File: config.mk
export PLATFORM = sky130hd
export DESIGN_NAME = mest_ram
export DESIGN_NICKNAME = d
export VERILOG_FILES = /design/src/mest_ram.sv
export SDC_FILE = /design/constraint.sdc
export NUM_CORES = 1
export LEC_CHECK = 0
export BUFFER_PORTS_ARGS = -buffer_cell sky130_fd_sc_hd__buf_2
export CORE_MARGIN = 2
export CORE_UTILIZATION = 45
export DETAILED_ROUTE_END_ITERATION = 10
export PLACE_DENSITY = 0.64
export SYNTH_ARGS = -nofsm -noshare
export SYNTH_HDL_FRONTEND = slang
export SYNTH_SLANG_ARGS = --single-unit
export TNS_END_PERCENT = 10
File: constraint.sdc
create_clock -name clk -period 2.7 [get_ports clk]
set_clock_uncertainty 0.2 [all_clocks]
set_input_delay 0.27 -clock clk [delete_from_list [all_inputs] [get_ports clk]]
set_output_delay 0.27 -clock clk [all_outputs]
set_load 0.02 [all_outputs]
File: src/mest_ram.sv
// Generic single-write, single-read RAM with a registered read port.
// No dependencies.
`default_nettype none
module mest_ram #(
	parameter int WIDTH = 8,
	parameter int DEPTH = 16
) (
	input  wire logic                     clk,
	input  wire logic                     we,
	input  wire logic [$clog2(DEPTH)-1:0] waddr,
	input  wire logic [WIDTH-1:0]         wdata,
	input  wire logic [$clog2(DEPTH)-1:0] raddr,
	output logic [WIDTH-1:0]              rdata
);

	logic [WIDTH-1:0] mem [DEPTH];

	always_ff @(posedge clk) begin
		if (we) begin
			mem[waddr] <= wdata;
		end
		rdata <= mem[raddr];
	end

endmodule
`default_nettype wire

# == Yosys cells after proc, flatten, opt, wreduce, memory -nomap -nowiden ==
# Memories as Yosys holds them, arrays and structs flattened. A register that Yosys moved wholly into a read port is not among the register bits.
# Cells that the tools add are included.
# totals
regBits,0
mem_bits_rw,128
input_bits,18
output_inout_bits,8
word_cells,3
memories,1
# classes
muxes,2
# mem_list
memory,words,width,read_ports,rd_ports_with_merged_regs,write_ports,line,source
mem,16,8,1,1,1,16,logic [WIDTH-1:0] mem [DEPTH];
# op_table
op,n
2-to-1 mux 1 bit,2

# == Longest topological paths before layout ==
# logic_depth
depth_word,2
depth_mapped,5
ltp_nobuf,3

# == Least setup slack after synthesis ==
# No wires, ideal clock.
# synth_timing
kind,in2reg
startpoint,input port waddr[2]
endpoint,memory mem[0][0] (enable)
setup_time_ns,0.383
arrival_time_ns,1.380
t_required_ns,2.117
slack_ns,0.737
cell_stages,2
path_buffers,0
cell_sequence,or3b_2 -> nor3_1
# synth_rtl
element,line,source
"start, declared",10,"input wire logic [$clog2(DEPTH)-1:0] waddr,"
"end, declared",16,
# Straight into the memory's write port.

# == Final worst setup path ==
# layout_timing
startpoint,input port waddr[2]
endpoint,memory mem[3][0] (enable)
# Straight into the memory's write port.

==> results_dict.tcl <==
set metrics [dict create \
    outcome "finished, final reports clean" \
    syn_avg_cell_area_um2 22.48 \
    initial_utilization_pct 45.67 \
    cts_root_buffer "clkbuf_16" \
    hold_path_class "input port to register" \
    fin_setup_tns_ns 0 \
    design_area_mm2 0.006212 \
    synth_cell_type_count 19 \
    io_pins 26 \
    antenna_found_initial 1 \
    fp.dieH_um 111.0 \
    place_hpwl_um 6437 \
    ant_nets 0 \
    cts_tree "built" \
    core_area_mm2 0.01127 \
    postCtsSetupRepairBufs 0 \
    whs_ns 0.04428 \
    rsz0062_at_grt "false" \
    grt_first_pass_wirelength_um 15310 \
    worstPathRequired_ns 2.54 \
    drv_cap 0 \
    layout_commonest_cell "edfxtp_1" \
    grt_start_max_net_pins 20 \
    clock_path_buffers 2 \
    cts_buffers 17 \
    die_x_um 111.0 \
    slew_viol_final 0 \
    hold_viol 0 \
    cts_resized 0 \
    place_area_mm2 0.005505 \
    path_clk_slew_ns 0.06 \
    fmax_ghz 0.5775 \
    synthesis.area_mm2 0.005147 \
    num_vias 2429 \
    cts_htree_levels 4 \
    setup_violations 0 \
    grt-ovfl-total 0 \
    track_usage_pct 17.79 \
    critical_path_class "input port to register" \
    critPathMaxFanout 8 \
    arrival_ns 1.57 \
    routed_via_density 5.558 \
    peakVddDrop_mv 0.3844 \
    critPathCaptureType "register" \
    routabilityCongestion 0.7236 \
    seq_area_frac_synth_pct 77.78 \
    hp-start "wdata[1]" \
    wl_per_cell_um 22.99 \
    p_leak_nw 2.128 \
    layout_common_cells "edfxtp_1 (128), buf_2 (25), mux4_2 (18)" \
    relSlewSlack_pct 42.74 \
    fin_crit_sh_pct 64.14 \
    layout.nets 298 \
    synth.net_count 247 \
    postCtsHoldBufs 0 \
    totalWireLength_um 10050 \
    synth_seq_cells 136 \
    cp-start-kind "input port" \
    synthCells 229 \
    first_global_vias 2452 \
    layout-drive-gt1-share_pct 31.40 \
    syn_to_final_growth_pct 20.69 \
    drtIter0Drc 181 \
    power_density_mw_per_mm2 859.6 \
    fin_util_pct 55.11 \
    firstDrtPassIters 5 \
    r2r_start "mem[3][4]" \
    die-area_mm2 0.01231 \
    period_minus_slack_ns 1.732 \
    worst_pin_slew_ns 0.8558 \
    port_buffers 25 \
    drc 0 \
    ys_warn_count 0 \
    crit_start "waddr[2]" \
    rows 39 \
    clock_latency_ns 0.42 \
    clock-sinks 136 \
]
==> sequential cells by signal, summed over array words and instances (netlist names) <==
register	flops
rdata	8
mem	128
==> logic make-up after synthesis <==
| group | after synthesis | share of synthesized area (%) |
|---|---|---|
| multiplexers | 32 | 15.02 |
| AND/OR/NAND/NOR | 35 | 3.184 |
| AO/OA/AOI/OAI | 16 | 2.334 |
| buffers and inverters | 10 | 1.677 |
| flip-flops | 136 | 77.78 |
==> worst paths after layout <==
check | endpoint | depth (start not counted) | slack, ns
worst max-delay path | mem[3][0] | 3 | 0.97
worst min register to register | rdata[4] | 3 | 0.47
worst min-delay path | mem[4][1] | 1 | 0.04
worst max register to register | rdata[4] | 3 | 1.08
==> stage by stage <==
stage | power [mW] | setup WS (ns) | cells
floorplan | 2.552 | 0.7371 | 229
global placement | 2.648 | 0.5479 | 404
detailed placement | 2.654 | 0.4942 | 404
CTS | 5.375 | 0.9298 | 436
global route | 5.492 | 0.8928 | 437
finish | 5.340 | 0.9684 | 437
==> cell usage after synthesis <==
cell	instances	share of area, %
mux4_1	14	7.1
and2_1	1	0.12
nor3_1	4	0.39
clkdlybuf4s25_2	3	0.58
nand2_1	9	0.66
nand3_1	1	0.097
or3b_2	1	0.17
and2b_1	1	0.15
buf_2	3	0.29
edfxtp_1	128	75
mux4_2	18	7.9
nand2b_1	2	0.24
a22oi_1	16	2.3
dfxtp_1	8	3.1
buf_4	1	0.15
nor2_1	13	0.95
buf_6	3	0.66
nand3b_1	2	0.29
nor2b_1	1	0.12
==> final cells by class <==
class	count	area, µm²
Tap cell	143	178.9
Multi-Input combinational cell	83	1057
Sequential cell	136	4004
Clock buffer	17	425.4
Timing Repair Buffer	42	265.3
Fill cell	827	5060
Antenna cell	1	2.502
Clock inverter	15	279.0
==> worst max-delay path, stage by stage <==
cell	delay [ns]
buf_2	0.11
or3b_2	0.51
nor2_1	0.67
==> power breakdown <==
part / switching (mW) / internal (mW)
Clock: 0.828 / 1.90
Sequential: 0.0150 / 2.36
Combinational: 0.138 / 0.0931
Total: 0.981 / 4.36
==> per-layer routing <==
metal | track usage (%) | part of all wire [%] | vias to the layer above
met5 | 0 | 0 | -
met4 | 6.333 | 1.1 | 0
li1 | - | - | 1079
met3 | 6.725 | 7.3 | 9
met1 | 24.68 | 43 | 1250
met2 | 26.09 | 48 | 91
Note: power is estimated with default switching activity, not from simulation.
