===== src/mest_pkg.sv =====
// Package for the tick-driven event sequencer: sizes, codes and the structs
// passed between the top level, the sequencer core and the event table RAM.
// No dependencies.
`default_nettype none
package mest_pkg;

	localparam int MAX_EVENTS = 4096;
	localparam int ADDR_W = $clog2(MAX_EVENTS);
	localparam int POS_W = 13;
	localparam int COUNT_W = 13;
	localparam int IDX_W = 12;
	localparam int FUNC_W = 3;
	localparam int DELTA_W = 32;
	localparam int STEP_W = 32;
	localparam int FRAC_W = 16;
	localparam int CFG_IDX_W = 2;
	localparam int CFG_DATA_W = 32;

	typedef enum logic [FUNC_W-1:0] {
		FUNC_TICK  = 3'd0,
		FUNC_LOAD  = 3'd1,
		FUNC_PLAY  = 3'd2,
		FUNC_PAUSE = 3'd3,
		FUNC_STOP  = 3'd4
	} func_t;

	typedef enum logic [2:0] {
		RUN_STOP  = 3'b001,
		RUN_PLAY  = 3'b010,
		RUN_PAUSE = 3'b100
	} run_t;

	localparam logic [CFG_IDX_W-1:0] CFG_EVENT_COUNT  = 2'd0;
	localparam logic [CFG_IDX_W-1:0] CFG_DEFAULT_STEP = 2'd1;
	localparam logic [CFG_IDX_W-1:0] CFG_PLAY_ONCE    = 2'd2;

	typedef struct packed {
		logic [COUNT_W-1:0] event_count;
		logic [STEP_W-1:0]  default_step;
		logic               play_once;
	} cfg_t;

	typedef struct packed {
		func_t              func;
		logic [IDX_W-1:0]   entry_index;
		logic [DELTA_W-1:0] entry_delta;
		logic               entry_is_tempo;
		logic               entry_is_end;
		logic [STEP_W-1:0]  entry_step;
	} item_t;

	typedef struct packed {
		logic [DELTA_W-1:0] delta;
		logic               is_tempo;
		logic               is_end;
		logic [STEP_W-1:0]  step;
	} entry_t;

	localparam int ENTRY_W = $bits(entry_t);

	typedef struct packed {
		logic               fire;
		logic [IDX_W-1:0]   fire_index;
		logic               all_notes_off;
		logic               playing;
		logic               paused;
		logic               ended;
	} result_t;

	typedef struct packed {
		logic              we;
		logic [ADDR_W-1:0] addr;
		entry_t            data;
	} ram_wr_t;

endpackage
`default_nettype wire


===== src/mest_core.sv =====
// Sequencer core: run state, time accumulator, elapsed ticks, time step and
// event position, updated once per processed word from the event table entry.
// Depends on mest_pkg.
`default_nettype none
module mest_core (
	input  wire logic                    clk,
	input  wire logic                    arst_n,
	input  wire logic                    proc,
	input  wire mest_pkg::item_t         item,
	input  wire mest_pkg::entry_t        entry,
	input  wire mest_pkg::cfg_t          cfg,
	output mest_pkg::result_t            res,
	output mest_pkg::ram_wr_t            wr,
	output logic [mest_pkg::ADDR_W-1:0]  rd_addr
);
	import mest_pkg::*;

	run_t               run_q, run_n;
	logic               rewound_q, rewound_n;
	logic [FRAC_W-1:0]  frac_q, frac_n;
	logic [DELTA_W-1:0] elapsed_q, elapsed_n;
	logic [STEP_W-1:0]  step_q, step_n;
	logic [POS_W-1:0]   pos_q, pos_n;

	logic               at_end;
	logic [STEP_W:0]    sum;
	logic [DELTA_W-1:0] new_elapsed;
	logic               hit;
	logic [POS_W-1:0]   fire_pos;

	assign rd_addr = pos_q[ADDR_W-1:0];

	assign at_end = (pos_q >= cfg.event_count) || (32'(pos_q) >= 32'(MAX_EVENTS))
		|| entry.is_end;
	assign sum = {1'b0, step_q} + (STEP_W + 1)'(frac_q);
	assign new_elapsed = elapsed_q + DELTA_W'(sum[STEP_W:FRAC_W]);
	assign hit = (new_elapsed == entry.delta) || (entry.delta == '0);
	assign fire_pos = entry.is_tempo ? pos_q + POS_W'(1) : pos_q;

	always_comb begin
		run_n = run_q;
		rewound_n = rewound_q;
		frac_n = frac_q;
		elapsed_n = elapsed_q;
		step_n = step_q;
		pos_n = pos_q;
		res = '0;
		wr.we = 1'b0;
		wr.addr = item.entry_index[ADDR_W-1:0];
		wr.data.delta = item.entry_delta;
		wr.data.is_tempo = item.entry_is_tempo;
		wr.data.is_end = item.entry_is_end;
		wr.data.step = item.entry_step;
		case (item.func)
			FUNC_TICK: begin
				if (run_q == RUN_PAUSE) begin
					res.all_notes_off = 1'b1;
				end else if (run_q == RUN_PLAY) begin
					rewound_n = 1'b0;
					if (at_end) begin
						res.ended = 1'b1;
						if (cfg.play_once) begin
							run_n = RUN_STOP;
							res.all_notes_off = 1'b1;
						end
						elapsed_n = '0;
						frac_n = '0;
						pos_n = '0;
						step_n = cfg.default_step;
					end else begin
						frac_n = sum[FRAC_W-1:0];
						elapsed_n = new_elapsed;
						if (hit) begin
							elapsed_n = new_elapsed - entry.delta;
							if (entry.is_tempo) begin
								step_n = entry.step;
							end
							res.fire = 1'b1;
							res.fire_index = fire_pos[IDX_W-1:0];
							pos_n = fire_pos + POS_W'(1);
						end
					end
				end else if (!rewound_q) begin
					rewound_n = 1'b1;
					elapsed_n = '0;
					frac_n = '0;
					pos_n = '0;
					step_n = cfg.default_step;
				end
			end
			FUNC_LOAD: begin
				wr.we = 32'(item.entry_index) < 32'(MAX_EVENTS);
			end
			FUNC_PLAY: begin
				if (run_q != RUN_PLAY) begin
					run_n = RUN_PLAY;
				end
			end
			FUNC_PAUSE: begin
				if (run_q == RUN_PLAY) begin
					run_n = RUN_PAUSE;
					res.all_notes_off = 1'b1;
				end else if (run_q == RUN_PAUSE) begin
					run_n = RUN_PLAY;
				end
			end
			FUNC_STOP: begin
				run_n = RUN_STOP;
				res.all_notes_off = 1'b1;
			end
			default: begin
			end
		endcase
		res.playing = (run_n == RUN_PLAY);
		res.paused = (run_n == RUN_PAUSE);
		wr.we = wr.we && proc;
	end

	always_ff @(posedge clk or negedge arst_n) begin
		if (!arst_n) begin
			run_q <= RUN_STOP;
			rewound_q <= 1'b0;
			frac_q <= '0;
			elapsed_q <= '0;
			step_q <= '0;
			pos_q <= '0;
		end else if (proc) begin
			run_q <= run_n;
			rewound_q <= rewound_n;
			frac_q <= frac_n;
			elapsed_q <= elapsed_n;
			step_q <= step_n;
			pos_q <= pos_n;
		end
	end

endmodule
`default_nettype wire


===== config.mk =====
export PLATFORM = sky130hd
export DESIGN_NAME = mest_core
export DESIGN_NICKNAME = d
export VERILOG_FILES = /design/src/mest_pkg.sv /design/src/mest_core.sv
export SDC_FILE = /design/constraint.sdc
export NUM_CORES = 1
export LEC_CHECK = 0
export ABC_AREA = 1
export BUFFER_PORTS_ARGS = -buffer_cell sky130_fd_sc_hd__buf_4
export CELL_PAD_IN_SITES_DETAIL_PLACEMENT = 0
export CELL_PAD_IN_SITES_GLOBAL_PLACEMENT = 1
export CORE_UTILIZATION = 40
export CTS_CLUSTER_SIZE = 40
export DETAILED_ROUTE_END_ITERATION = 12
export PLACE_DENSITY_LB_ADDON = 0.1
export SLEW_MARGIN = 20
export SYNTH_ARGS = -nofsm -noshare
export SYNTH_HDL_FRONTEND = slang
export SYNTH_SLANG_ARGS = --single-unit

===== constraint.sdc =====
create_clock -name clk -period 13.1 [get_ports clk]
set_input_delay 0.655 -clock clk [delete_from_list [all_inputs] [get_ports clk]]
set_output_delay 0.655 -clock clk [all_outputs]
set_load 0.01 [all_outputs]

Word-level counts from Yosys, hierarchy flattened
Cells that the tools add are included.

word-level totals
  bits in registers = 97
  output and inout bits = 108
  word-level logic and storage cells = 78

cells by class
  add/subtract/negate cells = 5
  bitwise operators = 1
  reductions and logical operators = 10
  mux-type cells = 41
  order comparisons = 2
  equality and inequality tests = 13

operators by type and width
  kind                                                             count
  32-bit 2-to-1 mux                                                9
  13-bit 2-to-1 mux                                                9
  16-bit 2-to-1 mux                                                3
  32-bit by 16-bit adder with 33-bit output                        1
  32-bit by 17-bit adder with 32-bit output                        1
  32-bit == test                                                   1
  32-bit logical NOT                                               1
  32-bit subtractor                                                1
  13-bit by 1-bit adder with 13-bit output, second input constant  2
  3-bit 2-to-1 mux                                                 7
  14-bit 2-to-1 mux                                                1
  13-bit >= comparator                                             1
  13-bit >= comparator, second input constant                      1
  3-bit by 2-bit == test with 1-bit output, second input constant  4
  3-bit case mux with 4 select lines                               1
  1-bit 2-to-1 mux                                                 10
  3-bit == test, second input constant                             3
  3-bit != test, second input constant                             2
  6-bit AND reduction                                              1
  5-bit AND reduction                                              1
  4-bit AND reduction                                              1
  3-bit by 1-bit == test with 1-bit output, second input constant  1
  3-bit logical NOT                                                1
  1-bit logical OR                                                 3
  other kinds (6)                                                  6

Logic depth before layout (Yosys ltp)
  depth after elaboration = 9
  mapped depth = 38

Least setup slack after synthesis
No wires, ideal clock.

  path kind = register -> output
  start = reg frac_q[0]
  end = out res[10] in the netlist's numbering
  arrival = 5041 ps
  stages on the path, launching flop included = 36
  path buffers = 1
  setup slack = 7404 ps
  path through = dfrtp_1 -> ha_1 -> inv_1 -> fa_1 -> nand3b_1 -> nand2_1 -> a21oi_1 -> o21ai_0 -> nand3_1 -> nand2_1 -> nand2_1 -> nor4_1 -> xor2_1 -> ha_1 -> nand2_1 -> inv_1 -> nand2_1 -> nor2_1 -> nand2_1 -> nand2_2 -> nand2_1 -> nand2_1 -> nand3_1 -> xnor2_1 -> ha_1 -> nand2_1 -> nor2_1 -> inv_1 -> nor2_1 -> nand2_1 -> nor3_2 -> nand3_4 -> nand2_4 -> nand4_4 -> buf_6 -> nor2_2

RTL lines
  item                    RTL line          text
  from (decl)             mest_core.sv:20   logic [FRAC_W-1:0] frac_q, frac_n;
  from (signal assigned)  mest_core.sv:130  frac_q <= frac_n;
  to (decl)               mest_core.sv:12   output mest_pkg::result_t res,

==> impl_metrics.yaml <==
setup_path:
  reg2regPathDepth: 35
  timing.reg2reg.setup_slack_ns: 6.18
  slowest_delay_ns: 0.39
  crit_path_start_kind: "flip-flop"
  slowest_stage: "fa_1"
  arrival_ns: 7.07
  critPathMaxFanout: 33
  required_ns: 12.44
  crit_top_cell: "nand2_1"
  regToRegStartpoint: "frac_q[0]"
  crit_type: "flip-flop to output port"
  rr_endpoint: "step_q[22]"
  endpoint_kind: "output port"
finish:
  post_layout_nonfiller_instances: 2146
  nets: 2050
  syn2layout_area_growth_pct: 9.00
  antenna_cells: 0
  drive_above_1_share_pct: 12.5
die:
  io_pins: 304
  fp.dieW_um: 169
  fp-row-count: 60
  die_area_um2: 28700
  die_y_um: 169
  start_util_pct: 41.2
  coreArea_um2: 27200
synthesis:
  synth_common_cells: "nand2_1, inv_1, nand3_1"
  synthDistinctLibCells: 51
  yosysMostFrequentCell: "nand2_1"
  yosys.area.top_type: "dfrtp_1"
  ys_ff_latch: 97
  synth_ff_type: "dfrtp_1"
  syn_avg_cell_area_um2: 6.46
  ys_seq_area_share_pct: 21.7
  synth_fp_nets: 2014
  synth_area_um2: 11200
  yosys-top-cells-area: "dfrtp_1, nand2_1, ha_1, inv_1, buf_4"
  async_reset_ff_share_pct: 100
  synthCells: 1733
  synth_edf_count: 0
  synth_top_cell_area_share_pct: 21.5
  synth_warnings: 0
power_and_ir_drop:
  ir_worst_vdd_v: 0.0000632
  cellPowerDensity_nw_per_um2: 114
  leakagePower_nw: 6.48
placed_design:
  io_buffers: 147
  dp_hpwl_mm: 28.9
  place_congestion: 0.917
  dpl.cell_count: 2130
global_routing:
  grt_pass1_wl_mm: 55.6
  antenna_found_initial: 0
  grt_overflow_total: 0
  grt_pass1_vias: 10300
  grt_max_degree: 68
  grt_util_all_layers_pct: 24.9
route:
  ant_nets: 0
  vias_per_cell: 5.13
  drt_wl_total_mm: 35.2
  drc: 0
  num_vias: 11000
  first_iter_violations: 639
  firstDrtPassIters: 8
  wl_per_cell_um: 16.4
timing:
  skew_ns: 0.0225
  rsz0062_at_grt: "no"
  finalSetupTns_ns: 0
  post-route-period-util_pct: 59.0
  setup_viol: 0
  worstMarginPinSlew_ns: 0.948
  hold_viol: 0
  timing.hold.ws_ns: 0.227
  slew_headroom_pct: 36.8
  max_freq_mhz: 129
  slew_violations: 0
  layout_min_cycle_time_ns: 7.73
clock_network:
  cts_buffer_depth: 2
  cts_made_buffers: 9
  postCtsSetupBuffers: 0
  cts_resized: 0
  holdBufCountCts: 0
  clock_latency_ns: 0.36
  cts_tree: "built"
  cts_sinks: 97
  cts-root-buf: "clkbuf_16"
  cts_max_level: 3
  clk_pin_slew_ns: 0.08
status:
  status: "finished, final reports clean"
job:
  cap_violations: 0
hold_path:
  hp-class: "primary input to asynchronous set/reset pin"
-- logic make-up after synthesis --
family	synth area share, %
compound gates	10.0
xor+xnor	6.55
fa+ha+maj	9.70
buf+inv	15.2
flops	21.7
simple gates	36.9
-- placed cells by master, fill, tap and decap left out, types with 64 or more instances in the layout --
cell,n
a21oi_1,80
buf_4,152
dfrtp_1,96
ha_1,82
inv_1,207
nand2_1,534
nand3_1,117
nand4_1,64
nor2_1,115
o21ai_0,71
-- through the flow --
stage	utilization (%)	power, mW	area (um^2)	setup WS (ns)
2_1_floorplan	-	0.923	11200	7.40
3_3_place_gp	43.8	1.12	11900	5.85
3_5_place_dp	43.8	1.12	11900	5.79
4_1_cts	44.9	1.40	12200	5.35
5_1_grt	44.9	1.51	12200	4.58
6_report	44.9	1.39	12200	5.37
-- final cells by class --
class | instances | area (um^2)
sequential | 97 | 2430
timing repair buffer | 152 | 1140
clock buffer | 9 | 225
fill | 2942 | 15000
inverter | 211 | 792
multi-input combinational | 1298 | 7080
tap | 372 | 465
clock inverter | 7 | 78.8
-- routing by layer --
metal  vias up  track usage [%]  wire, um
met1      5009             33.9     16600
met4         0             8.15       989
li1       5618                -         -
met2       304             41.0     16100
met5         -                0         0
met3        71             2.71      1500
-- where the power goes --
group | leakage (nW) | switching (mW) | total (mW) | internal [mW]
Combinational | 5.03 | 0.449 | 0.706 | 0.257
Clock | 0.148 | 0.139 | 0.276 | 0.136
Sequential | 1.30 | 0.0555 | 0.409 | 0.354
-- sequential cells by signal (all words and copies together), names as in the netlist --
register and cells:
rewound_q 1, run_q 3, step_q 32, pos_q 13, elapsed_q 32, frac_q 16
-- worst max-delay path, delay by kind of cell, from the launching register on --
family | cells | cell delay, ns
buffers and inverters | 3 | 0.28
and+or+nand+nor | 23 | 3.74
DFF | 1 | 0.36
xor gates and xnor gates | 2 | 0.37
adders and majority gates | 4 | 1.31
AOI/OAI and AO/OA | 3 | 0.63
-- worst max-delay path by stage --
stage               startpoint       to  slack, ns  cells after the start
detailed placement   frac_q[0]   res[6]       5.79                     35
finish               frac_q[0]   res[4]       5.37                     35
global route         frac_q[0]   res[4]       4.58                     35
CTS                  step_q[0]   res[4]       5.35                     35
floorplan            frac_q[0]  res[10]       7.40                     35
global placement     frac_q[0]   res[5]       5.85                     35
(Power assumes the default switching activity.)
